File: config.mk
export PLATFORM = sky130hd
export DESIGN_NAME = frt_ram
export DESIGN_NICKNAME = d
export VERILOG_FILES = /design/src/frt_ram.sv
export SDC_FILE = /design/constraint.sdc
export NUM_CORES = 1
export LEC_CHECK = 0
export ABC_AREA = 1
export CAP_MARGIN = 40
export CORE_AREA = 2 2 185 151
export CTS_CLUSTER_SIZE = 40
export DETAILED_ROUTE_END_ITERATION = 12
export DIE_AREA = 0 0 187 153
export DONT_BUFFER_PORTS = 1
export GPL_ROUTABILITY_DRIVEN = 0
export SLEW_MARGIN = 20
export SYNTH_ARGS = -nofsm -noshare
export SYNTH_HDL_FRONTEND = slang
export SYNTH_SLANG_ARGS = --single-unit
File: constraint.sdc
create_clock -name clk -period 2.05 [get_ports clk]
set_input_delay 0.1025 -clock clk [delete_from_list [all_inputs] [get_ports clk]]
set_output_delay 0.1025 -clock clk [all_outputs]
set_load 0.01 [all_outputs]
File: src/frt_ram.sv
module frt_ram #(
  parameter int WIDTH = 8,
  parameter int DEPTH = 32
) (
  input  logic                     clk,
  input  logic                     we,
  input  logic [$clog2(DEPTH)-1:0] waddr,
  input  logic [WIDTH-1:0]         wdata,
  input  logic [$clog2(DEPTH)-1:0] raddr,
  output logic [WIDTH-1:0]         rdata
);

  logic [WIDTH-1:0] mem [DEPTH];

  always_ff @(posedge clk) begin
    if (we) begin
      mem[waddr] <= wdata;
    end
    rdata <= mem[raddr];
  end

endmodule

==> summary.md <==
| Metric | Value |
|---|---|
| WP data required | `2490 ps` |
| Syn_area_per_cell | `roughly 12 um2` |
| Crit path launch | `mem[17][5]` |
| Post-synth top area share | `71.3%` |
| DRT iter0 DRCs | `734` |
| Synth Area in XOR/XNOR | `0%` |
| DR WL/cell | `19.8 um` |
| Critical Path Stages | `9` |
| Slew HR | `45.3%` |
| Pwr dens | `930 nW/um2` |
| DP Cell Count | `roughly 1,300` |
| Slowest stage cell, crit path | `dlygate4sd3_1` |
| Status | `completed` |
| Die ar. | `28,600 um2` |
| P&R area growth vs syn | `15.1%` |
| CP max FO | `1` |
| Min-Delay Path Class | `primary input to register` |
| Initial core utilization | `between 40% and 50%` |
| IO buf count | `0` |
| Top cells by area, synth | `edfxtp_1, nand2_1, nand3_1, buf_6, dfxtp_1` |
| Syn Nets | `942` |
| CTS H-Tree Depth | `1` |
| Post-route cell area | `12,400 um2` |
| Main combinational cell family by area after synthesis | `simple AND/OR/NAND/NOR gates` |
| Clock Skews | `~19 ps` |
| Max-cap violation count | `0` |
| Arrival @ worst endpoint | `around 2100 ps` |
| Final worst path period need | `1680 ps` |
| Setup violators final | `0` |
| Ports | `28` |
| Final cell count without fillers | `between 1,000 and 1,500` |
| Via density | `about 5.1` |
| Setup bufs post-CTS | `0` |
| Cell variety after synth | `12` |
| Ratio of final minimum period to clock period | `82.1%` |
| RSZ-0062 raised after global routing | `no` |
| Worst-path cell chain | `nand2_1 > nand3_1 > nand3_1 > nand2_1 > nand2_1 > nand2_1 > nand2_1 > dlygate4sd3_1 > nand2_1` |
| TNS Setup | `0 ps` |
| TritonRoute pass-1 iters | `5` |
| Largest net degree at the start of global routing | `between 100 and 150` |
| Max Fclk | `594 MHz` |
| Routed WL | `26.7 mm` |
| Final Util | `a little under half` |
| Yosys top cell by area | `edfxtp_1` |
| Layout cell share with drive strength beyond 1 | `9.32%` |
| Initial antenna violation count | `0` |
| Area fraction in compound gates after synthesis | `0%` |
| Synth Area in Simple Gates | `between 20 and 25%` |
| Measured slew at the worst slew-check pin | `a little over 800 ps` |
| GRT overflow | `0` |
| Max-slew violations | `0` |
| Cell family with most CP delay | `simple AND/OR/NAND/NOR gates` |
| CTS clk-pin slew, worst paths | `60 ps` |
| Clock root buffer | `clkbuf_16` |
| Adder-cell share of the synthesized area | `0%` |
| TritonCTS Sinks | `264` |
| CP startpoint kind | `register` |
| Vias in the first global route | `around 6,600` |
| Std cell rows | `54` |
| Leak | `0.00459 uW` |
| Critical Path Most Common Cell | `nand2_1` |
| GRT Overall Usage | `18.8%` |
| Crit path to | `rdata[5]` |
| Mapped Area | `10,800 um2` |
| CP endpoint kind | `register` |
| Clock Tree Buf Depth | `3` |
| Post-cts resize count | `0` |
| Die height | `153 um` |
| Yosys warning count | `0` |
| Terminus of the critical flop-to-flop path | `rdata[5]` |
| Setup slack, reg-to-reg | `around 370 ps` |
| CTS tree | `yes` |
| Reg2Reg Depth | `9` |
| VDD IR-drop max | `0.582 mV` |
| Final nets | `987` |
| Seq/Total Area, Yosys | `72.8%` |
| First-pass GRT wire length | `40.7 mm` |
| Worst Setup Path Type | `register to register` |
| Crit path buf inv count | `1` |
| Crit Reg-Reg Startpoint | `mem[17][5]` |
| DRC viols | `0` |
| Post-synthesis cell count | `922` |
| Worst skew pair latency | `540 ps` |
| Placed instance area | `11,200 um2` |
| Num CTS Buffers | `27` |
| Endpoints failing hold | `0` |
| HPWL after DPL | `15.3 mm` |
| Power, Total | `11,500 uW` |
| Core area | `26,800 um2` |
| Via count | `around 7,000` |
| Die width | `187 um` |
| Mux cell area share after synthesis | `0%` |
| Worst path max stage delay | `550 ps` |
| ANT nets after route | `0` |
| Synth Register Bits | `approximately 260` |
## repair_timing
item / in CTS / in global routing
endpoints found under the setup margin: 0 / 0
hold endpoints to repair: 268 / 0
hold buffers: 28 / 0
## report_power, final
| part | switching (uW) | total (uW) | internal, uW |
|---|---|---|---|
| combinational | 451 | 672 | 221 |
| sequential | 43.7 | 6040 | 6000 |
| clock | 2000 | 4830 | 2830 |
## sequential cells by signal (all words and copies together), names as in the netlist
name   count
mem      256
rdata      8
## kinds of logic (layout without fill, tap and decap cells)
logic type | Yosys count | after routing
flops | 264 | 264
simple gates | 596 | 596
buf+inv | 62 | 127
other cells | 0 | 1
## how the worst min path moves through the flow
stage	start	end	slack [ps]	cells past startpoint
after floorplan	wdata[0]	mem[0][0]	200	0
after global placement	wdata[6]	mem[10][6]	200	0
after detailed placement	wdata[5]	mem[2][5]	200	0
final	raddr[2]	rdata[7]	8	6
after global routing	raddr[2]	rdata[7]	30	6
after CTS	raddr[2]	rdata[7]	10	6
## per-stage QoR
| step | hold slack, ps | setup slack, ps |
|---|---|---|
| 6_report | 8.48 | 367 |
| 2_1_floorplan | 201 | 913 |
| 4_1_cts | 9.90 | 408 |
| 5_1_grt | 26.7 | 256 |
| 3_3_place_gp | 204 | 510 |
| 3_5_place_dp | 204 | 517 |
## cells in the mapped netlist (all sizes together)
cell and number:
nand2 360, edfxtp 256, nand3 204, buf 45, nor2 32, inv 10
dfxtp 8, clkbuf 7
## placed cells by master, fill, tap and decap left out, drive strengths merged
cell / Yosys / layout
dlygate4sd3: 0 / 20
bufinv: 0 / 3
buf: 45 / 48
nor2: 32 / 32
clkinv: 0 / 12
dfxtp: 8 / 8
nand3: 204 / 204
diode: 0 / 1
inv: 10 / 12
edfxtp: 256 / 256
nand2: 360 / 360
clkbuf: 7 / 32
## worst min-delay path: stages
cell and delay, ps:
nand3_1 90, nand2_1 60, nand2_1 60, nand2_1 50
nand2_1 50, nand2_1 60
## layer usage
layer	vias up	GRT usage (%)	wire (um)
met4	0	3.85	465
met2	240	27.8	11500
met5	-	0	0
li1	3293	-	-
met1	3314	28.8	12700
met3	38	3.72	2050
## area by class of cell
class,count,area [um2]
Multi-Input combinational cell,596,2490
Timing Repair Buffer,68,711
Antenna cell,1,2.50
Clock inverter,17,166
Sequential cell,264,7850
Tap cell,364,455
Fill cell,2436,14400
Clock buffer,32,704
Inverter,10,40.0
No activity file was read; power rests on OpenSTA's default activity.
